$ cat src/design/assert_macros.svh
// ----------------------------------------------------------------------------
// assert_macros.svh
// concurrent assertion helpers, included by led_mode_sos_beacon
// ----------------------------------------------------------------------------
`ifndef ASSERT_MACROS_SVH
`define ASSERT_MACROS_SVH

// checked on every clock edge outside reset
`define ASSERT_CLK(label, prop, msg) \
	label: assert property (@(posedge clk) disable iff (!arst_n) prop) else $error(msg);

// checked on every clock edge, reset included
`define ASSERT_ALWAYS(label, prop, msg) \
	label: assert property (@(posedge clk) prop) else $error(msg);

`endif

$ cat src/design/ledsos_pkg.sv
// ----------------------------------------------------------------------------
// ledsos_pkg
// types and constants of the lamp mode / sos beacon driver
// ----------------------------------------------------------------------------
package ledsos_pkg;

	localparam int COUNT_WIDTH_DEF = 16;

	localparam int UNIT_W      = 10;
	localparam int MASK_W      = 16;
	localparam int TICK_W      = 16;
	localparam int STEP_W      = 5;
	localparam int CFG_IDX_W   = 1;
	localparam int CFG_DATA_W  = 16;
	localparam int OUT_TDATA_W = 8;

	typedef enum logic [1:0] {
		MODE_OFF   = 2'd0,
		MODE_ON    = 2'd1,
		MODE_BLINK = 2'd2,
		MODE_SOS   = 2'd3
	} mode_t;

	localparam logic REQ_TICK   = 1'b0;
	localparam logic REQ_BUTTON = 1'b1;

	localparam logic [CFG_IDX_W-1:0] REG_UNIT_TICKS = 1'd0;
	localparam logic [CFG_IDX_W-1:0] REG_BLINK_MASK = 1'd1;

	localparam logic [UNIT_W-1:0] UNIT_TICKS_RST = 10'd15;
	localparam logic [MASK_W-1:0] BLINK_MASK_RST = 16'd15;

	// last step of the pattern, and the steps followed by a letter gap
	localparam logic [STEP_W-1:0] STEP_LAST     = 5'd18;
	localparam logic [STEP_W-1:0] STEP_LETTER_A = 5'd7;
	localparam logic [STEP_W-1:0] STEP_LETTER_B = 5'd9;
	localparam logic [STEP_W-1:0] STEP_LETTER_C = 5'd11;
	localparam logic [STEP_W-1:0] STEP_FIRST    = 5'd0;

	typedef struct packed {
		mode_t              mode;
		logic               lamp;
		logic [STEP_W-1:0]  step;
	} ctl_t;

	typedef struct packed {
		logic [UNIT_W-1:0] unit_ticks;
		logic [MASK_W-1:0] blink_mask;
	} cfg_t;

endpackage

$ cat src/design/ledsos_cfg.sv
// ----------------------------------------------------------------------------
// ledsos_cfg
// configuration registers: sos unit length and blink mask
// ----------------------------------------------------------------------------
module ledsos_cfg (
	input  logic                               clk,
	input  logic                               arst_n,
	input  logic                               cfg_we,
	input  logic [ledsos_pkg::CFG_IDX_W-1:0]   cfg_addr,
	input  logic [ledsos_pkg::CFG_DATA_W-1:0]  cfg_wdata,
	output ledsos_pkg::cfg_t                   cfg
);
	import ledsos_pkg::*;

	cfg_t cfg_q;

	always_ff @(posedge clk or negedge arst_n) begin
		if (!arst_n) begin
			cfg_q.unit_ticks <= UNIT_TICKS_RST;
			cfg_q.blink_mask <= BLINK_MASK_RST;
		end else if (cfg_we) begin
			case (cfg_addr)
				REG_UNIT_TICKS: cfg_q.unit_ticks <= cfg_wdata[UNIT_W-1:0];
				REG_BLINK_MASK: cfg_q.blink_mask <= cfg_wdata[MASK_W-1:0];
				default: ;
			endcase
		end
	end

	assign cfg = cfg_q;

endmodule

$ cat src/design/ledsos_step.sv
// ----------------------------------------------------------------------------
// ledsos_step
// next-state logic for one request: mode button, blink and sos scheduling
// ----------------------------------------------------------------------------
module ledsos_step #(
	parameter int COUNT_WIDTH = ledsos_pkg::COUNT_WIDTH_DEF
) (
	input  logic                           req_type,
	input  logic [ledsos_pkg::TICK_W-1:0]  tick_count,
	input  ledsos_pkg::ctl_t               ctl_cur,
	input  logic [COUNT_WIDTH-1:0]         net_cur,
	input  ledsos_pkg::cfg_t               cfg,
	output ledsos_pkg::ctl_t               ctl_nxt,
	output logic [COUNT_WIDTH-1:0]         net_nxt
);
	import ledsos_pkg::*;

	localparam int GAP_W = UNIT_W + 3;
	localparam int DW    = ((COUNT_WIDTH > GAP_W) ? COUNT_WIDTH : GAP_W) + 2;

	logic [COUNT_WIDTH+TICK_W-1:0] tick_ext;
	logic [COUNT_WIDTH-1:0]        count;
	logic [COUNT_WIDTH+TICK_W-1:0] count_ext;
	logic [TICK_W-1:0]             count16;
	logic [GAP_W-1:0]              unit1;
	logic [GAP_W-1:0]              unit3;
	logic [GAP_W-1:0]              unit7;
	logic signed [DW-1:0]          diff;
	logic signed [DW-1:0]          limit;
	logic                          resync;
	logic                          fire;
	logic [GAP_W-1:0]              gap;
	logic [STEP_W-1:0]             step_base;

	// only the low COUNT_WIDTH bits of the tick count take part
	assign tick_ext  = {{COUNT_WIDTH{1'b0}}, tick_count};
	assign count     = tick_ext[COUNT_WIDTH-1:0];
	assign count_ext = {{TICK_W{1'b0}}, count};
	assign count16   = count_ext[TICK_W-1:0];

	assign unit1 = {3'b000, cfg.unit_ticks};
	assign unit3 = {2'b00, cfg.unit_ticks, 1'b0} + unit1;
	assign unit7 = {cfg.unit_ticks, 3'b000} - unit1;

	// signed distance past the scheduled event
	assign diff   = $signed(DW'(count)) - $signed(DW'(net_cur));
	assign limit  = $signed(DW'(unit7));
	assign resync = diff > limit;
	assign fire   = (count == net_cur);

	always_comb begin
		if (ctl_cur.step >= STEP_LAST) begin
			gap       = unit7;
			step_base = STEP_FIRST;
		end else if (ctl_cur.step == STEP_LETTER_A || ctl_cur.step == STEP_LETTER_B ||
				ctl_cur.step == STEP_LETTER_C) begin
			gap       = unit3;
			step_base = ctl_cur.step;
		end else begin
			gap       = unit1;
			step_base = ctl_cur.step;
		end
	end

	always_comb begin
		ctl_nxt = ctl_cur;
		net_nxt = net_cur;
		if (req_type == REQ_BUTTON) begin
			case (ctl_cur.mode)
				MODE_OFF: begin
					ctl_nxt.mode = MODE_ON;
					ctl_nxt.lamp = 1'b1;
				end
				MODE_ON:    ctl_nxt.mode = MODE_BLINK;
				MODE_BLINK: ctl_nxt.mode = MODE_SOS;
				MODE_SOS: begin
					ctl_nxt.mode = MODE_OFF;
					ctl_nxt.lamp = 1'b0;
				end
				default: ctl_nxt.mode = MODE_OFF;
			endcase
		end else if (ctl_cur.mode == MODE_BLINK) begin
			if ((count16 & cfg.blink_mask) == '0) begin
				ctl_nxt.lamp = ~ctl_cur.lamp;
			end
		end else if (ctl_cur.mode == MODE_SOS) begin
			if (resync) begin
				ctl_nxt.step = STEP_FIRST;
				net_nxt      = count + COUNT_WIDTH'(1);
			end else if (fire) begin
				// the first step always starts dark
				ctl_nxt.lamp = (ctl_cur.step == STEP_FIRST) ? 1'b0 : ~ctl_cur.lamp;
				ctl_nxt.step = step_base + STEP_W'(1);
				net_nxt      = count + COUNT_WIDTH'(gap);
			end
		end
	end

endmodule

$ cat src/design/led_mode_sos_beacon.sv
// ----------------------------------------------------------------------------
// led_mode_sos_beacon
// lamp driver with off, on, blink and sos modes, one result per request
// ----------------------------------------------------------------------------
// channel   dir  handshake           payload
// s_*       in   s_tvalid/s_tready   s_tuser = req_type, s_tdata = tick_count
// m_*       out  m_tvalid/m_tready   m_tdata = lamp_on, lamp_mode
// cfg_*     in   cfg_we              cfg_addr = register index, cfg_wdata
//
// one request per cycle while s_tready is high; each result passes through the
// input register, then the result register, once its request is taken
// mode state updates as the request leaves the input register
// a stalled result register holds the input register, which then drops s_tready
// reset clears mode, lamp, sos step and event time, and loads register defaults
// ----------------------------------------------------------------------------
module led_mode_sos_beacon #(
	parameter int COUNT_WIDTH = ledsos_pkg::COUNT_WIDTH_DEF
) (
	input  logic                               clk,
	input  logic                               arst_n,
	input  logic                               s_tvalid,
	output logic                               s_tready,
	input  logic [ledsos_pkg::TICK_W-1:0]      s_tdata,   // [15:0] tick_count
	input  logic                               s_tuser,   // [0] req_type
	output logic                               m_tvalid,
	input  logic                               m_tready,
	output logic [ledsos_pkg::OUT_TDATA_W-1:0] m_tdata,   // [0] lamp_on, [2:1] lamp_mode
	input  logic                               cfg_we,
	input  logic [ledsos_pkg::CFG_IDX_W-1:0]   cfg_addr,
	input  logic [ledsos_pkg::CFG_DATA_W-1:0]  cfg_wdata
);
	import ledsos_pkg::*;

	cfg_t                   cfg;
	logic                   valid_s1;
	logic                   req_s1;
	logic [TICK_W-1:0]      tick_s1;
	logic                   valid_s2;
	logic                   lamp_s2;
	mode_t                  mode_s2;
	ctl_t                   ctl_q;
	ctl_t                   ctl_nxt;
	logic [COUNT_WIDTH-1:0] net_q;
	logic [COUNT_WIDTH-1:0] net_nxt;
	logic                   adv;

	ledsos_cfg u_cfg (
		.clk       (clk),
		.arst_n    (arst_n),
		.cfg_we    (cfg_we),
		.cfg_addr  (cfg_addr),
		.cfg_wdata (cfg_wdata),
		.cfg       (cfg)
	);

	ledsos_step #(
		.COUNT_WIDTH (COUNT_WIDTH)
	) u_step (
		.req_type   (req_s1),
		.tick_count (tick_s1),
		.ctl_cur    (ctl_q),
		.net_cur    (net_q),
		.cfg        (cfg),
		.ctl_nxt    (ctl_nxt),
		.net_nxt    (net_nxt)
	);

	// request moves on when the result register is free or being emptied
	assign adv      = valid_s1 && (!valid_s2 || m_tready);
	assign s_tready = !valid_s1 || adv;

	always_ff @(posedge clk or negedge arst_n) begin
		if (!arst_n) begin
			valid_s1 <= 1'b0;
		end else if (s_tready) begin
			valid_s1 <= s_tvalid;
		end
	end

	always_ff @(posedge clk) begin
		if (s_tvalid && s_tready) begin
			req_s1  <= s_tuser;
			tick_s1 <= s_tdata;
		end
	end

	always_ff @(posedge clk or negedge arst_n) begin
		if (!arst_n) begin
			valid_s2 <= 1'b0;
		end else if (adv) begin
			valid_s2 <= 1'b1;
		end else if (m_tready) begin
			valid_s2 <= 1'b0;
		end
	end

	always_ff @(posedge clk) begin
		if (adv) begin
			lamp_s2 <= ctl_nxt.lamp;
			mode_s2 <= ctl_nxt.mode;
		end
	end

	always_ff @(posedge clk or negedge arst_n) begin
		if (!arst_n) begin
			ctl_q.mode <= MODE_OFF;
			ctl_q.lamp <= 1'b0;
			ctl_q.step <= STEP_FIRST;
			net_q      <= '0;
		end else if (adv) begin
			ctl_q <= ctl_nxt;
			net_q <= net_nxt;
		end
	end

	assign m_tvalid = valid_s2;
	assign m_tdata  = {{(OUT_TDATA_W-3){1'b0}}, mode_s2, lamp_s2};

`include "assert_macros.svh"

	`ASSERT_ALWAYS(a_no_result_in_reset, !arst_n |-> !m_tvalid, "result valid during reset")
	`ASSERT_CLK(a_off_is_dark, m_tvalid && mode_s2 == MODE_OFF |-> !lamp_s2, "lamp lit in off mode")
	`ASSERT_CLK(a_on_is_lit, m_tvalid && mode_s2 == MODE_ON |-> lamp_s2, "lamp dark in on mode")
	`ASSERT_CLK(a_step_range, ctl_q.step <= STEP_LAST, "sos step beyond pattern end")
	`ASSERT_CLK(a_button_advances, adv && req_s1 == REQ_BUTTON |=> ctl_q.mode == mode_t'($past(ctl_q.mode) + 2'd1), "button did not advance mode")

endmodule

$ cat config.mk
export PLATFORM = sky130hd
export DESIGN_NAME = led_mode_sos_beacon
export DESIGN_NICKNAME = d
export VERILOG_FILES = /design/src/design/ledsos_pkg.sv /design/src/design/ledsos_cfg.sv /design/src/design/ledsos_step.sv /design/src/design/led_mode_sos_beacon.sv
export VERILOG_INCLUDE_DIRS = /design/src /design/src/design
export SDC_FILE = /design/constraint.sdc
export NUM_CORES = 1
export LEC_CHECK = 0
export CORE_MARGIN = 5
export CORE_UTILIZATION = 50
export CTS_BUF_LIST = sky130_fd_sc_hd__clkbuf_16
export CTS_CLUSTER_SIZE = 14
export DETAILED_ROUTE_END_ITERATION = 16
export DONT_BUFFER_PORTS = 1
export GPL_ROUTABILITY_DRIVEN = 1
export SETUP_SLACK_MARGIN = 0.4
export SLEW_MARGIN = 15
export SYNTH_ARGS = -nofsm -noshare
export SYNTH_HDL_FRONTEND = slang
export SYNTH_SLANG_ARGS = --single-unit
$ cat constraint.sdc
create_clock -name clk -period 6.6 [get_ports clk]
set_input_delay 0.33 -clock clk [delete_from_list [all_inputs] [get_ports clk]]
set_output_delay 0.33 -clock clk [all_outputs]
set_load 0.01 [all_outputs]
Word level (Yosys, flattened, before mapping)
Cells that the tools add are included.

Bits in registers: 72. Bits of input ports: 39. Output and inout port bits: 10.

Add/subtract/negate cells: 6. Order comparisons: 2. Equal/unequal tests: 7. Mux-type cells: 18. Bitwise operators: 5. Reductions and logical operators: 16.

Operators with widths (count): two-way mux 16 bit (2); two-way mux 13 bit (2); > comparator 18 x 14 -> 1 bit (1); subtractor 16 x 16 -> 17 bit (1); adder 16 x 1 -> 16 bit (second input constant) (1); adder 16 x 13 -> 16 bit (1); AND 16 bit (1); == test 16 bit (1); logical NOT 16 bit (1); subtractor 13 x 10 -> 13 bit (1); adder 11 x 10 -> 12 bit (1); two-way mux 6 bit (2); == test 5 x 4 -> 1 bit (second input constant) (2); two-way mux 5 bit (2); one-hot mux 2 bit (4 select lines) (1); two-way mux 1 bit (7); adder 5 x 1 -> 5 bit (second input constant) (1); == test 5 x 3 -> 1 bit (second input constant) (1); greater-or-equal comparator 5 bit (second input constant) (1); logical NOT 5 bit (1); AND reduction 5 bit (1); == test 2 bit (second input constant) (2); logical OR 1 bit (4); NOT 1 bit (4); other kinds (8) (12).

Logic depth before layout (Yosys ltp)
Gate-level depths: netlist of run 1.

Word-level depth: 8. Gate-level depth with buffers: 27. Depth with buffers taken out: 27.

Modules after synthesis
Synthesis of run 1 repeated with hierarchy kept, for this count alone.

Cells, all modules: 668. Area, all modules: 6526.3 um2.

By module, submodules not included: ledsos_step (instances 1, cells each 526, area each 3743.6 um2); led_mode_sos_beacon (instances 1, cells each 86, area each 1719.1 um2); ledsos_cfg (instances 1, cells each 56, area each 1063.5 um2).

Worst setup path before layout of run 1
No wires, ideal clock.

Kind: reg-to-reg. From: register u_cfg.cfg_q, in the netlist u_cfg.cfg[19]. To: register net_q[14]. Setup time: 0.128 ns. Arrival: 5.401 ns. Required time: 6.472 ns. Slack: 1.071 ns. Cell stages (with the launch flop): 27. Path buffers: 1. Clock period less this slack: 5.529 ns. Cell sequence: dfstp_2 inv_1 ha_1 and3b_1 o21ai_1 a21boi_0 o211ai_1 a31oi_1 a211oi_1 xnor2_1 ha_1 a21o_1 a21oi_1 a21o_1 a31o_2 a31oi_4 buf_2 nor2_1 fa_1 a211oi_1 o21bai_1 a31oi_1 o21ai_1 o41a_1 and4b_1 nor3_1 mux2i_1.

Longest elaborated chain between the ends: 6. Elaborated cells on any way between the ends: 10. Those cells by class: add/sub: 3; order compare: 1; mux: 4; reduce/logical: 2.

RTL lines: start: declaration (line ledsos_cfg.sv:15) `cfg_t cfg_q;`; adder 11 x 10 -> 12 bit (line ledsos_step.sv:42) `assign unit3 = {2'b00, cfg.unit_ticks, 1'b0} + unit1;`; two-way mux 13 bit (line ledsos_step.sv:55) `end else if (ctl_cur.step == STEP_LETTER_A || ctl_cur.step == STEP_LETTER_B ||`; two-way mux 13 bit (line ledsos_step.sv:52) `if (ctl_cur.step >= STEP_LAST) begin`; adder 16 x 13 -> 16 bit (line ledsos_step.sv:94) `net_nxt = count + COUNT_WIDTH'(gap);`; two-way mux 16 bit (line ledsos_step.sv:90) `end else if (fire) begin`; two-way mux 16 bit (line ledsos_step.sv:87) `if (resync) begin`; end signal: assignment (line led_mode_sos_beacon.sv:112) `net_q <= net_nxt;`; end: declaration (line led_mode_sos_beacon.sv:43) `logic [COUNT_WIDTH-1:0] net_q;`.

Several ways; a longest one is shown, not always the timed one. The select of a mux whose other input is x is not followed. A chain may end at the register's enable or synchronous reset.

Final worst setup path of run 1
Ends and elaborated chain as after synthesis.

==> results of run 1 <==
layout make-up:
type	count	area (um^2)
clock inverter	7	101.3
multi-input combinational	485	3672
timing repair buffer	7	75.07
tap	143	178.9
sequential	72	1912
fill	1051	5077
clock buffer	9	225.2
inverter	47	176.4
cell usage after synthesis, drive strengths merged (13+ instances only):
cell type / instances
a21o: 14
a21oi: 37
dfrtp: 44
edfxtp: 20
ha: 66
inv: 47
mux2: 22
mux2i: 16
nand2: 51
nand3: 13
nor2: 31
nor3: 15
o21ai: 44
xnor2: 27
xor2: 13
report_power, final:
group | leakage (uW) | internal (uW) | switching (uW)
combinational | 0.00188 | 560 | 717
clock | 0.000153 | 335 | 206
sequential | 0.000762 | 551 | 68.4
total | 0.00279 | 1450 | 992
final timing paths:
| path | slack (ps) | cells after the start | end |
|---|---|---|---|
| worst min register to register | 500 | 1 | m_tvalid |
| worst max register to register | 720 | 26 | net_q[14] |
| min in group asynchronous | 490 | 2 | u_cfg.cfg[23] |
| worst max-delay path | 720 | 26 | net_q[14] |
| worst min-delay path | 70 | 0 | tick_s1[0] |
| max in group asynchronous | 5790 | 2 | u_cfg.cfg[3] |
metal layers:
layer	track usage	up-vias	share of wire
li1	-	2261	-
met1	0.2678	2270	0.43
met2	0.3642	131	0.49
met3	0.04757	26	0.054
met4	0.08315	0	0.027
met5	0	-	0
flip-flops by register name, summed over array words and instances, names as in the netlist:
name and flops:
lamp_s2 1, u_cfg.cfg 26, req_s1 1, net_q 16, m_tvalid 1, mode_s2 2
valid_s1 1, tick_s1 16, ctl_q 8
kinds of logic (layout without fill, tap and decap cells):
kind of cell | after synthesis | count (layout) | synth area share
AOI/OAI and AO/OA | 170 | 170 | 0.1952
and+or+nand+nor | 163 | 163 | 0.1409
DFF | 72 | 72 | 0.3277
adders and majority gates | 69 | 69 | 0.1518
buffers and inverters | 68 | 70 | 0.05125
xor gates and xnor gates | 40 | 40 | 0.06005
muxes | 38 | 38 | 0.07248
other | 1 | 5 | 0.0006427
timing repair:
action | 4_1_cts | 5_1_grt
endpoints found under the hold margin | 52 | 0
hold buffers | 2 | 0
pin swaps | 0 | 6
setup endpoints to repair | 1 | 4
buffers inserted | 0 | 4
resized for setup | 1 | 6
metrics by stage:
step,util,power (uW),cell area [um^2],worst slack (ps)
after floorplan,-,1596,5849,1071
after global placement,0.5179,1817,5913,595.8
after detailed placement,0.5179,1850,5913,375.8
after CTS,0.5502,2417,6282,468.2
after global routing,0.5553,2648,6341,341.8
final,0.5553,2437,6341,723.0
cells in the final DEF (no fill, tap or decap), types with 16 or more instances in the layout:
master and count:
sky130_fd_sc_hd__ha_1 66, sky130_fd_sc_hd__nand2_1 51, sky130_fd_sc_hd__inv_1 47, sky130_fd_sc_hd__dfrtp_1 44, sky130_fd_sc_hd__o21ai_0 39, sky130_fd_sc_hd__a21oi_1 35
sky130_fd_sc_hd__nor2_1 31, sky130_fd_sc_hd__xnor2_1 27, sky130_fd_sc_hd__edfxtp_1 20, sky130_fd_sc_hd__mux2_2 18, sky130_fd_sc_hd__mux2i_1 16
critical path, stage by stage, from the launching register on:
cell and delay, ps:
sky130_fd_sc_hd__dfstp_2 560, sky130_fd_sc_hd__inv_1 70, sky130_fd_sc_hd__ha_1 310, sky130_fd_sc_hd__and3b_1 190, sky130_fd_sc_hd__o21ai_1 140, sky130_fd_sc_hd__a21boi_0 130, sky130_fd_sc_hd__o211ai_1 310, sky130_fd_sc_hd__a31oi_2 170
sky130_fd_sc_hd__a211oi_2 300, sky130_fd_sc_hd__xnor2_1 160, sky130_fd_sc_hd__ha_1 260, sky130_fd_sc_hd__a21o_1 200, sky130_fd_sc_hd__a21oi_2 150, sky130_fd_sc_hd__a21o_1 130, sky130_fd_sc_hd__a31o_2 150, sky130_fd_sc_hd__a31o_4 210
sky130_fd_sc_hd__nand2_1 60, sky130_fd_sc_hd__ha_1 230, sky130_fd_sc_hd__fa_2 390, sky130_fd_sc_hd__a211oi_2 250, sky130_fd_sc_hd__o21bai_1 120, sky130_fd_sc_hd__a31oi_1 220, sky130_fd_sc_hd__o21ai_1 140, sky130_fd_sc_hd__o41a_1 370
sky130_fd_sc_hd__and4b_1 190, sky130_fd_sc_hd__nor3_1 180, sky130_fd_sc_hd__mux2i_1 100
==> report_table.html, run 1 <==
<table>
<tr><th>Metric</th><th>Value</th></tr>
<tr><th colspan="2">Route</th></tr>
<tr><td>Avg WL per Cell</td><td>18.86 um</td></tr>
<tr><td>First-pass iteration count of the detailed router</td><td>5</td></tr>
<tr><td>Number of vias per cell after detailed routing</td><td>approximately 6.1</td></tr>
<tr><td>Wire length after detailed routing</td><td>14520 um</td></tr>
<tr><td>Via total after detailed routing</td><td>4688</td></tr>
<tr><td>DR DRC count</td><td>0</td></tr>
<tr><td>Initial DRC Count</td><td>230</td></tr>
<tr><td>Post-DRT Antenna Nets</td><td>0</td></tr>
<tr><th colspan="2">Global route</th></tr>
<tr><td>Largest net degree at the start of global routing</td><td>53</td></tr>
<tr><td>Gr usage total</td><td>0.2156</td></tr>
<tr><td>Vias in the first global route</td><td>4719</td></tr>
<tr><td>GRT Residual Overflow</td><td>0</td></tr>
<tr><td>Wire length of the first global-routing pass</td><td>roughly 24000 um</td></tr>
<tr><td>Initial antenna violation count</td><td>0</td></tr>
<tr><th colspan="2">Die</th></tr>
<tr><td>Number of top-level pins</td><td>49</td></tr>
<tr><td>Height of the chip</td><td>118.0 um</td></tr>
<tr><td>Initial Util</td><td>0.5110</td></tr>
<tr><td>Horizontal die dimension</td><td>118.0 um</td></tr>
<tr><td>Number of rows created at floorplan</td><td>39</td></tr>
<tr><td>Area of the die</td><td>about 14000 um^2</td></tr>
<tr><td>Core outline area</td><td>around 11000 um^2</td></tr>
<tr><th colspan="2">Layout</th></tr>
<tr><td>Final layout net count</td><td>730</td></tr>
<tr><td>Area overhead of the layout relative to synthesis</td><td>8.685%</td></tr>
<tr><td>Number of standard cells in the layout, taps in and fillers out</td><td>770</td></tr>
<tr><td>Fraction of layout cells with a size suffix above 1</td><td>0.1148</td></tr>
<tr><td># diodes</td><td>0</td></tr>
<tr><th colspan="2">Setup path</th></tr>
<tr><td>Max FO, Critical Path</td><td>6</td></tr>
<tr><td>Critical Setup Path Class</td><td>flop to flop</td></tr>
<tr><td>Data arrival at the endpoint of the critical path</td><td>around 6000 ps</td></tr>
<tr><td>WP data required</td><td>6780 ps</td></tr>
<tr><td>Startpoint types</td><td>flop</td></tr>
<tr><td>Kind of end point of the critical path</td><td>flop</td></tr>
<tr><td>Critical R2R Launch</td><td>u_cfg.cfg[19]</td></tr>
<tr><td>Launching element of the worst setup path</td><td>u_cfg.cfg[19]</td></tr>
<tr><th colspan="2">Timing</th></tr>
<tr><td>Transition time at the pin with the least slew margin</td><td>1156 ps</td></tr>
<tr><td>Maximum operating frequency</td><td>0.1702 GHz</td></tr>
<tr><td>Worst Skew</td><td>12.62 ps</td></tr>
<tr><td>Share of the clock period used by the worst path after layout</td><td>0.8905</td></tr>
<tr><td>Post-route worst hold slack</td><td>66.78 ps</td></tr>
<tr><td>Final setup viols</td><td>0</td></tr>
<tr><td>Time the final worst path needs with I/O delays and setup</td><td>5877 ps</td></tr>
<tr><td>Max-slew headroom at the worst pin</td><td>0.2293</td></tr>
<tr><td>Total negative slack for setup checks</td><td>0 ps</td></tr>
<tr><td>Number of max-slew violations in the final report</td><td>0</td></tr>
<tr><td>RSZ-0062 raised after global routing</td><td>yes</td></tr>
<tr><td>Number of hold violations in the final report</td><td>0</td></tr>
<tr><th colspan="2">Min path</th></tr>
<tr><td>Source of the worst hold timing path</td><td>s_tdata[0]</td></tr>
<tr><td>Class of the most critical hold timing path</td><td>input pin to flop</td></tr>
<tr><th colspan="2">Yosys</th></tr>
<tr><td>Portion of the post-synthesis area used by sequential elements</td><td>0.3277</td></tr>
<tr><td>Post-synth top flop</td><td>sky130_fd_sc_hd__dfrtp_1</td></tr>
<tr><td>Cell accounting for the most synthesized area</td><td>sky130_fd_sc_hd__dfrtp_1</td></tr>
<tr><td>Fraction of synthesis flops using an asynchronous set or reset pin</td><td>0.7222</td></tr>
<tr><td>Yosys warning count</td><td>0</td></tr>
<tr><td>Most area-consuming cells after synthesis</td><td>sky130_fd_sc_hd__dfrtp_1 19%, sky130_fd_sc_hd__ha_1 14%, sky130_fd_sc_hd__edfxtp_1 10%</td></tr>
<tr><td>Unique masters post-synth</td><td>74</td></tr>
<tr><td>Count of flip-flops with a built-in enable after synthesis</td><td>20</td></tr>
<tr><td>Post-synthesis cell area</td><td>5834 um^2</td></tr>
<tr><td>Gate count of the mapped netlist</td><td>621</td></tr>
<tr><td>Area share of the largest cell type after synthesis</td><td>0.1887</td></tr>
<tr><td>Synth Register Bits</td><td>72</td></tr>
<tr><td>Avg Inst Size Synth</td><td>9.395 um^2</td></tr>
<tr><th colspan="2">Run</th></tr>
<tr><td>Count of max-cap constraint violations</td><td>0</td></tr>
<tr><th colspan="2">Clocking</th></tr>
<tr><td>Max clock buf depth</td><td>2</td></tr>
<tr><td>Clock root buffer</td><td>sky130_fd_sc_hd__clkbuf_16</td></tr>
<tr><td>Clk sink count</td><td>72</td></tr>
<tr><td>Clock Pin Slew Worst Setup and Hold Paths</td><td>70 ps</td></tr>
<tr><td>Number of H-tree branching levels</td><td>3</td></tr>
<tr><td>Clock tree from TritonCTS</td><td>built</td></tr>
<tr><td>Number of buffers created by CTS</td><td>9</td></tr>
<tr><td>Clock latency of the later-clocked register in the worst-skew pair</td><td>350 ps</td></tr>
<tr><th colspan="2">Placed design</th></tr>
<tr><td>Placed Instances</td><td>748</td></tr>
<tr><td>GP Congestion</td><td>0.9133</td></tr>
<tr><td>Detail Placement HPWL</td><td>~11000 um</td></tr>
<tr><td>Buffers added on ports</td><td>0</td></tr>
<tr><th colspan="2">Status</th></tr>
<tr><td>Status</td><td>complete, no violations</td></tr>
<tr><th colspan="2">Power and ir drop</th></tr>
<tr><td>Power density normalized to cell area</td><td>384.3 nW/um^2</td></tr>
<tr><td>Static leakage</td><td>0.002791 uW</td></tr>
<tr><td>Worst-case vdd ir drop</td><td>227.3 uV</td></tr>
</table>
Power figures use the tool's default switching activity.
==> inputs of run 2 (changes only) <==
CORE_MARGIN = unset   (was 5)
PLACE_DENSITY_LB_ADDON = 0.25   (was unset)
==> report_table.html, run 2 (same netlist as run 1, synthesis figures left out) <==
<table>
<tr><th>Metric</th><th>Value</th></tr>
<tr><th colspan="2">Clocking</th></tr>
<tr><td>Number of buffers created by CTS</td><td>9 (unchanged)</td></tr>
<tr><td>Clock root buffer</td><td>sky130_fd_sc_hd__clkbuf_16</td></tr>
<tr><td>Clock Pin Slew Worst Setup and Hold Paths</td><td>60 ps (about the same)</td></tr>
<tr><td>Number of H-tree branching levels</td><td>3 (unchanged)</td></tr>
<tr><td>Clk sink count</td><td>72 (unchanged)</td></tr>
<tr><td>Clock tree from TritonCTS</td><td>built</td></tr>
<tr><td>Max clock buf depth</td><td>2 (unchanged)</td></tr>
<tr><td>Clock latency of the later-clocked register in the worst-skew pair</td><td>360 ps (about the same)</td></tr>
<tr><th colspan="2">Setup path</th></tr>
<tr><td>Critical R2R Launch</td><td>tick_s1[0]</td></tr>
<tr><td>Max FO, Critical Path</td><td>6 (unchanged)</td></tr>
<tr><td>Critical path endpoint</td><td>net_q[13]</td></tr>
<tr><td>Total number of cells along the worst setup path</td><td>25 (-3.8%)</td></tr>
<tr><td>Launching element of the worst setup path</td><td>tick_s1[0]</td></tr>
<tr><td>Worst path max stage delay</td><td>410 ps (-150 ps)</td></tr>
<tr><td>Critical Setup Path Class</td><td>flop to flop</td></tr>
<tr><td>Startpoint types</td><td>flop</td></tr>
<tr><td>Kind of end point of the critical path</td><td>flop</td></tr>
<tr><td>Cell family contributing the most delay on the critical path</td><td>compound AO/OA/AOI/OAI gates</td></tr>
<tr><td>Data arrival at the endpoint of the critical path</td><td>6060 ps (about the same)</td></tr>
<tr><td>Combined buffer and inverter count along the critical path</td><td>2 (+1)</td></tr>
<tr><td>Max stage delay cell, worst path</td><td>sky130_fd_sc_hd__edfxtp_1</td></tr>
<tr><td>R2R Path End</td><td>net_q[13]</td></tr>
<tr><td>Setup slack of the most critical reg-to-reg path</td><td>770 ps (+50 ps)</td></tr>
<tr><td>Worst R2R Path Depth</td><td>25 (-3.8%)</td></tr>
<tr><td>WP data required</td><td>6830 ps (+50 ps)</td></tr>
<tr><th colspan="2">Timing</th></tr>
<tr><td>Total negative slack for setup checks</td><td>0 ps (unchanged)</td></tr>
<tr><td>Transition time at the pin with the least slew margin</td><td>929.5 ps (-226.6 ps)</td></tr>
<tr><td>Maximum operating frequency</td><td>0.1715 GHz (+0.81%)</td></tr>
<tr><td>RSZ-0062 raised after global routing</td><td>no</td></tr>
<tr><td>Final setup viols</td><td>0 (unchanged)</td></tr>
<tr><td>Max-slew headroom at the worst pin</td><td>0.3803 (+0.1511)</td></tr>
<tr><td>Time the final worst path needs with I/O delays and setup</td><td>5830 ps (-47.39 ps)</td></tr>
<tr><td>Number of hold violations in the final report</td><td>0 (unchanged)</td></tr>
<tr><td>Worst Skew</td><td>14.32 ps (+1.702 ps)</td></tr>
<tr><td>Post-route worst hold slack</td><td>72.98 ps (+6.192 ps)</td></tr>
<tr><td>Share of the clock period used by the worst path after layout</td><td>0.8833 (-0.007181)</td></tr>
<tr><td>Number of max-slew violations in the final report</td><td>0 (unchanged)</td></tr>
<tr><th colspan="2">Layout</th></tr>
<tr><td># diodes</td><td>0 (unchanged)</td></tr>
<tr><td>Top library cells by usage in the layout, fill and taps aside</td><td>66 x sky130_fd_sc_hd__ha_1, 51 x sky130_fd_sc_hd__nand2_1, 48 x sky130_fd_sc_hd__inv_1, 44 x sky130_fd_sc_hd__dfrtp_1, 40 x sky130_fd_sc_hd__o21ai_0</td></tr>
<tr><td>Fraction of layout cells with a size suffix above 1</td><td>0.1145 (-0.0003651)</td></tr>
<tr><td>Final standard cell area without fillers</td><td>6347 um^2 (about the same)</td></tr>
<tr><td>Number of flip-flops under the largest register name</td><td>26 (unchanged)</td></tr>
<tr><td>Number of standard cells in the layout, taps in and fillers out</td><td>772 (+0.26%)</td></tr>
<tr><td>Leading cell type in the layout, fill and taps excluded</td><td>sky130_fd_sc_hd__ha_1</td></tr>
<tr><td>Final layout net count</td><td>732 (+0.27%)</td></tr>
<tr><td>Area overhead of the layout relative to synthesis</td><td>8.793% (about the same)</td></tr>
<tr><td>Util after Layout</td><td>0.5559 (about the same)</td></tr>
<tr><td>Final-layout fill cell count</td><td>1055 (+0.38%)</td></tr>
<tr><th colspan="2">Min path</th></tr>
<tr><td>Class of the most critical hold timing path</td><td>input pin to flop</td></tr>
<tr><th colspan="2">Power and ir drop</th></tr>
<tr><td>Worst-case vdd ir drop</td><td>275.1 uV (+21%)</td></tr>
<tr><td>Power density normalized to cell area</td><td>381.4 nW/um^2 (-0.76%)</td></tr>
<tr><td>Static leakage</td><td>0.002810 uW (+0.67%)</td></tr>
<tr><th colspan="2">Die</th></tr>
<tr><td>Horizontal die dimension</td><td>110.0 um (-6.8%)</td></tr>
<tr><td>Height of the chip</td><td>110.0 um (-6.8%)</td></tr>
<tr><td>Core outline area</td><td>11420 um^2 (unchanged)</td></tr>
<tr><td>Number of top-level pins</td><td>49 (unchanged)</td></tr>
<tr><td>Initial Util</td><td>0.5110 (unchanged)</td></tr>
<tr><td>Area of the die</td><td>12100 um^2 (-13%)</td></tr>
<tr><td>Number of rows created at floorplan</td><td>39 (unchanged)</td></tr>
<tr><th colspan="2">Global route</th></tr>
<tr><td>GRT Residual Overflow</td><td>0 (unchanged)</td></tr>
<tr><td>Largest net degree at the start of global routing</td><td>53 (unchanged)</td></tr>
<tr><td>Gr usage total</td><td>0.2536 (+0.03792)</td></tr>
<tr><td>Wire length of the first global-routing pass</td><td>22510 um (-6.5%)</td></tr>
<tr><td>Vias in the first global route</td><td>4621 (-2.1%)</td></tr>
<tr><td>Initial antenna violation count</td><td>0 (unchanged)</td></tr>
<tr><th colspan="2">Placed design</th></tr>
<tr><td>Placed Instances</td><td>750 (+0.27%)</td></tr>
<tr><td>Buffers added on ports</td><td>0 (unchanged)</td></tr>
<tr><td>Post-placement cell area</td><td>5928 um^2 (+0.25%)</td></tr>
<tr><td>Detail Placement HPWL</td><td>11020 um (-2.2%)</td></tr>
<tr><td>GP Congestion</td><td>0.9170 (+0.41%)</td></tr>
<tr><th colspan="2">Route</th></tr>
<tr><td>Post-DRT Antenna Nets</td><td>0 (unchanged)</td></tr>
<tr><td>Avg WL per Cell</td><td>18.42 um (-2.4%)</td></tr>
<tr><td>DR DRC count</td><td>0 (unchanged)</td></tr>
<tr><td>Initial DRC Count</td><td>181 (-21%)</td></tr>
<tr><td>Via total after detailed routing</td><td>4608 (-1.7%)</td></tr>
<tr><td>Number of vias per cell after detailed routing</td><td>5.969 (-2.0%)</td></tr>
<tr><td>First-pass iteration count of the detailed router</td><td>4 (-1)</td></tr>
<tr><td>Wire length after detailed routing</td><td>14220 um (-2.1%)</td></tr>
<tr><th colspan="2">Run</th></tr>
<tr><td>Count of max-cap constraint violations</td><td>0 (unchanged)</td></tr>
<tr><th colspan="2">Status</th></tr>
<tr><td>Status</td><td>complete, no violations</td></tr>
</table>
[run 2: metal layers]
metal	vias to the layer above	GRT usage	share of wire
met3	33	0.06702	0.049
met2	121	0.4375	0.48
met1	2180	0.2959	0.43
met5	-	0	0
met4	0	0.1086	0.038
li1	2274	-	-
[run 2: repair_timing]
item | 4_1_cts | 5_1_grt
hold buffers | 2 | 0
setup endpoints to repair | 0 | 4
setup buffers | 0 | 4
gates resized for setup | 0 | 6
endpoints found under the hold margin | 52 | 0
[run 2: how the worst min path moves through the flow]
| stage | endpoint | cells after the start | start | slack, ps |
|---|---|---|---|---|
| global route | tick_s1[14] | 0 | s_tdata[14] | 60 |
| CTS | tick_s1[14] | 0 | s_tdata[14] | 70 |
| global placement | m_tvalid | 0 | arst_n | 40 |
| floorplan | ctl_q[0] | 0 | arst_n | 30 |
| detailed placement | net_q[15] | 0 | arst_n | 40 |
| finish | tick_s1[14] | 0 | s_tdata[14] | 70 |
[run 2: per-stage QoR]
stage | total power, uW | setup slack, ps
after floorplan | 1596 | 1071
after global placement | 1818 | 657.6
after detailed placement | 1851 | 539.7
after CTS | 2405 | 516.3
after global routing | 2618 | 374.7
final | 2421 | 770.4
[run 2: area by class of cell]
cell class / instances / area (um^2) / area share
multi-input combinational: 485 / 3670 / 0.5782
clock inverter: 7 / 95.09 / 0.01498
timing repair buffer: 9 / 90.09 / 0.01419
clock buffer: 9 / 225.2 / 0.03548
tap: 143 / 178.9 / 0.02819
inverter: 47 / 176.4 / 0.02779
sequential: 72 / 1912 / 0.3012
[run 2: report_power, final]
group / leakage, uW / switching (uW) / internal [uW]
logic: 0.00189 / 713 / 557
registers: 0.000762 / 66.7 / 551
clock network: 0.000161 / 202 / 331
total: 0.00281 / 982 / 1440
==> inputs of run 3 (changes only) <==
HOLD_SLACK_MARGIN = 0.15   (was unset)
PLACE_DENSITY = 0.74   (was unset)
PLACE_DENSITY_LB_ADDON = unset   (was 0.25)
==> report_table.html, run 3 (same netlist as run 1, synthesis figures left out) <==
<table>
<tr><th>Metric</th><th>Value</th></tr>
<tr><th colspan="2">Die</th></tr>
<tr><td>Core outline area</td><td>11420 um^2 (unchanged)</td></tr>
<tr><td>Horizontal die dimension</td><td>110.0 um (unchanged)</td></tr>
<tr><td>Height of the chip</td><td>110.0 um (unchanged)</td></tr>
<tr><td>Number of top-level pins</td><td>49 (unchanged)</td></tr>
<tr><td>Number of rows created at floorplan</td><td>39 (unchanged)</td></tr>
<tr><td>Initial Util</td><td>0.5110 (unchanged)</td></tr>
<tr><td>Area of the die</td><td>12100 um^2 (unchanged)</td></tr>
<tr><th colspan="2">Placed design</th></tr>
<tr><td>Buffers added on ports</td><td>0 (unchanged)</td></tr>
<tr><td>GP Congestion</td><td>0.9807 (+6.9%)</td></tr>
<tr><td>Detail Placement HPWL</td><td>10680 um (-3.1%)</td></tr>
<tr><td>Placement Setup Slack</td><td>465.6 ps (-74.02 ps)</td></tr>
<tr><th colspan="2">Layout</th></tr>
<tr><td>Fraction of layout cells with a size suffix above 1</td><td>0.1116 (-0.002854)</td></tr>
<tr><td>Final layout net count</td><td>766 (+4.6%)</td></tr>
<tr><td>Final-layout fill cell count</td><td>959 (-9.1%)</td></tr>
<tr><td>Area overhead of the layout relative to synthesis</td><td>14.00%</td></tr>
<tr><td>Top library cells by usage in the layout, fill and taps aside</td><td>66 x sky130_fd_sc_hd__ha_1, 51 x sky130_fd_sc_hd__nand2_1, 48 x sky130_fd_sc_hd__inv_1, 44 x sky130_fd_sc_hd__dfrtp_1, 39 x sky130_fd_sc_hd__o21ai_0</td></tr>
<tr><td># diodes</td><td>0 (unchanged)</td></tr>
<tr><td>Number of flip-flops under the largest register name</td><td>26 (unchanged)</td></tr>
<tr><td>Leading cell type in the layout, fill and taps excluded</td><td>sky130_fd_sc_hd__ha_1</td></tr>
<tr><th colspan="2">Clocking</th></tr>
<tr><td>Clock root buffer</td><td>sky130_fd_sc_hd__clkbuf_16</td></tr>
<tr><td>Number of buffers created by CTS</td><td>9 (unchanged)</td></tr>
<tr><td>Max clock buf depth</td><td>2 (unchanged)</td></tr>
<tr><td>Number of H-tree branching levels</td><td>3 (unchanged)</td></tr>
<tr><td>Clk sink count</td><td>72 (unchanged)</td></tr>
<tr><td>Clock Pin Slew Worst Setup and Hold Paths</td><td>60 ps (about the same)</td></tr>
<tr><td>Clock latency of the later-clocked register in the worst-skew pair</td><td>350 ps (about the same)</td></tr>
<tr><td>Clock tree from TritonCTS</td><td>built</td></tr>
<tr><th colspan="2">Setup path</th></tr>
<tr><td>Worst path max stage delay</td><td>560 ps (+150 ps)</td></tr>
<tr><td>Startpoint types</td><td>flop</td></tr>
<tr><td>Launching element of the worst setup path</td><td>u_cfg.cfg[19]</td></tr>
<tr><td>WP data required</td><td>6810 ps (-20 ps)</td></tr>
<tr><td>Setup slack of the most critical reg-to-reg path</td><td>710 ps (-60 ps)</td></tr>
<tr><td>Max FO, Critical Path</td><td>6 (unchanged)</td></tr>
<tr><td>Max stage delay cell, worst path</td><td>sky130_fd_sc_hd__dfstp_2</td></tr>
<tr><td>Critical Setup Path Class</td><td>flop to flop</td></tr>
<tr><td>Critical R2R Launch</td><td>u_cfg.cfg[19]</td></tr>
<tr><td>Most prevalent standard cell on the critical path</td><td>sky130_fd_sc_hd__ha_1</td></tr>
<tr><td>Kind of end point of the critical path</td><td>flop</td></tr>
<tr><td>Data arrival at the endpoint of the critical path</td><td>6090 ps (+30 ps)</td></tr>
<tr><th colspan="2">Global route</th></tr>
<tr><td>Gr usage total</td><td>0.2610 (+0.007423)</td></tr>
<tr><td>GRT Residual Overflow</td><td>0 (unchanged)</td></tr>
<tr><td>Wire length of the first global-routing pass</td><td>23560 um (+4.7%)</td></tr>
<tr><td>Vias in the first global route</td><td>4826 (+4.4%)</td></tr>
<tr><td>Largest net degree at the start of global routing</td><td>53 (unchanged)</td></tr>
<tr><td>Initial antenna violation count</td><td>0 (unchanged)</td></tr>
<tr><th colspan="2">Timing</th></tr>
<tr><td>Maximum operating frequency</td><td>0.1699 GHz (-0.95%)</td></tr>
<tr><td>Transition time at the pin with the least slew margin</td><td>915.6 ps (-13.91 ps)</td></tr>
<tr><td>RSZ-0062 raised after global routing</td><td>no</td></tr>
<tr><td>Time the final worst path needs with I/O delays and setup</td><td>5886 ps (+56.02 ps)</td></tr>
<tr><td>Max-slew headroom at the worst pin</td><td>0.3896 (+0.009273)</td></tr>
<tr><td>Total negative slack for setup checks</td><td>0 ps (unchanged)</td></tr>
<tr><td>Worst Skew</td><td>11.62 ps (-2.699 ps)</td></tr>
<tr><td>Number of max-slew violations in the final report</td><td>0 (unchanged)</td></tr>
<tr><td>Final setup viols</td><td>0 (unchanged)</td></tr>
<tr><td>Number of hold violations in the final report</td><td>0 (unchanged)</td></tr>
<tr><td>Worst setup margin</td><td>714.4 ps (-56.02 ps)</td></tr>
<tr><td>Share of the clock period used by the worst path after layout</td><td>0.8918 (+0.008488)</td></tr>
<tr><th colspan="2">Route</th></tr>
<tr><td>Post-DRT Antenna Nets</td><td>0 (unchanged)</td></tr>
<tr><td>DR DRC count</td><td>0 (unchanged)</td></tr>
<tr><td>Avg WL per Cell</td><td>18.33 um (-0.46%)</td></tr>
<tr><td>First-pass iteration count of the detailed router</td><td>5 (+1)</td></tr>
<tr><td>Via total after detailed routing</td><td>4845 (+5.1%)</td></tr>
<tr><td>Number of vias per cell after detailed routing</td><td>6.011 (+0.71%)</td></tr>
<tr><td>Initial DRC Count</td><td>273 (+51%)</td></tr>
<tr><td>Wire length after detailed routing</td><td>14780 um (+3.9%)</td></tr>
<tr><th colspan="2">Power and ir drop</th></tr>
<tr><td>Power density normalized to cell area</td><td>358.1 nW/um^2 (-6.1%)</td></tr>
<tr><td>Static leakage</td><td>0.002930 uW (+4.3%)</td></tr>
<tr><td>Worst-case vdd ir drop</td><td>272.0 uV (-1.1%)</td></tr>
<tr><th colspan="2">Min path</th></tr>
<tr><td>Source of the worst hold timing path</td><td>cfg_wdata[9]</td></tr>
<tr><td>Class of the most critical hold timing path</td><td>input pin to flop</td></tr>
<tr><th colspan="2">Run</th></tr>
<tr><td>Count of max-cap constraint violations</td><td>0 (unchanged)</td></tr>
<tr><th colspan="2">Status</th></tr>
<tr><td>Status</td><td>complete, no violations</td></tr>
</table>
-- run 3: timing repair --
item	4_1_cts	5_1_grt
gates resized for setup	0	8
setup buffers	0	5
endpoints found under the hold margin	95	0
setup endpoints to repair	0	4
hold buffers	36	0
-- run 3: metal layers --
layer	vias to the layer above	GRT usage	part of all wire
li1	2337	-	-
met1	2322	0.3062	0.41
met2	150	0.4563	0.50
met3	36	0.06173	0.059
met4	0	0.1076	0.031
met5	-	0	0
-- run 3: report_power, final --
part	total, uW	leakage (uW)	internal, uW	switching, uW
Clock	454	0.000137	254	200
Combinational	1310	0.00203	578	733
Sequential	618	0.000762	550	67.2
-- run 3: cell type report --
class                           count  area [um^2]  share of cell area
Clock inverter                      7        47.55            0.007148
Inverter                           47        176.4             0.02652
Timing Repair Buffer               43        430.4             0.06471
Tap cell                          143        178.9             0.02690
Multi-Input combinational cell    485         3681              0.5534
Sequential cell                    72         1912              0.2874
Clock buffer                        9        225.2             0.03386
-- run 3: worst max-delay path, delay by kind of cell (launching register included) --
| family | cells | cell delay [ps] |
|---|---|---|
| muxes | 1 | 100 |
| and+or+nand+nor | 4 | 630 |
| buffers and inverters | 1 | 80 |
| AOI/OAI and AO/OA | 15 | 2980 |
| xor gates and xnor gates | 1 | 170 |
| adders and majority gates | 4 | 1210 |
| DFF | 1 | 560 |
-- run 3: worst paths after layout --
path | endpoint | cells past startpoint
setup reg to reg | net_q[14] | 26
max in group asynchronous | u_cfg.cfg[19] | 2
min in group asynchronous | net_q[10] | 2
setup / recovery | net_q[14] | 26
hold / removal | u_cfg.cfg[25] | 2
hold reg to reg | net_q[13] | 1
-- run 3: per-stage QoR --
| step | hold slack [ps] | util | cells | power (uW) | area [um^2] |
|---|---|---|---|---|---|
| floorplan | 34.41 | - | 625 | 1596 | 5849 |
| global placement | 36.21 | 0.5185 | 749 | 1802 | 5921 |
| detailed placement | 36.49 | 0.5185 | 749 | 1846 | 5921 |
| CTS | 187.2 | 0.5755 | 801 | 2332 | 6571 |
| global route | 227.1 | 0.5825 | 806 | 2565 | 6651 |
| finish | 209.4 | 0.5825 | 806 | 2382 | 6651 |
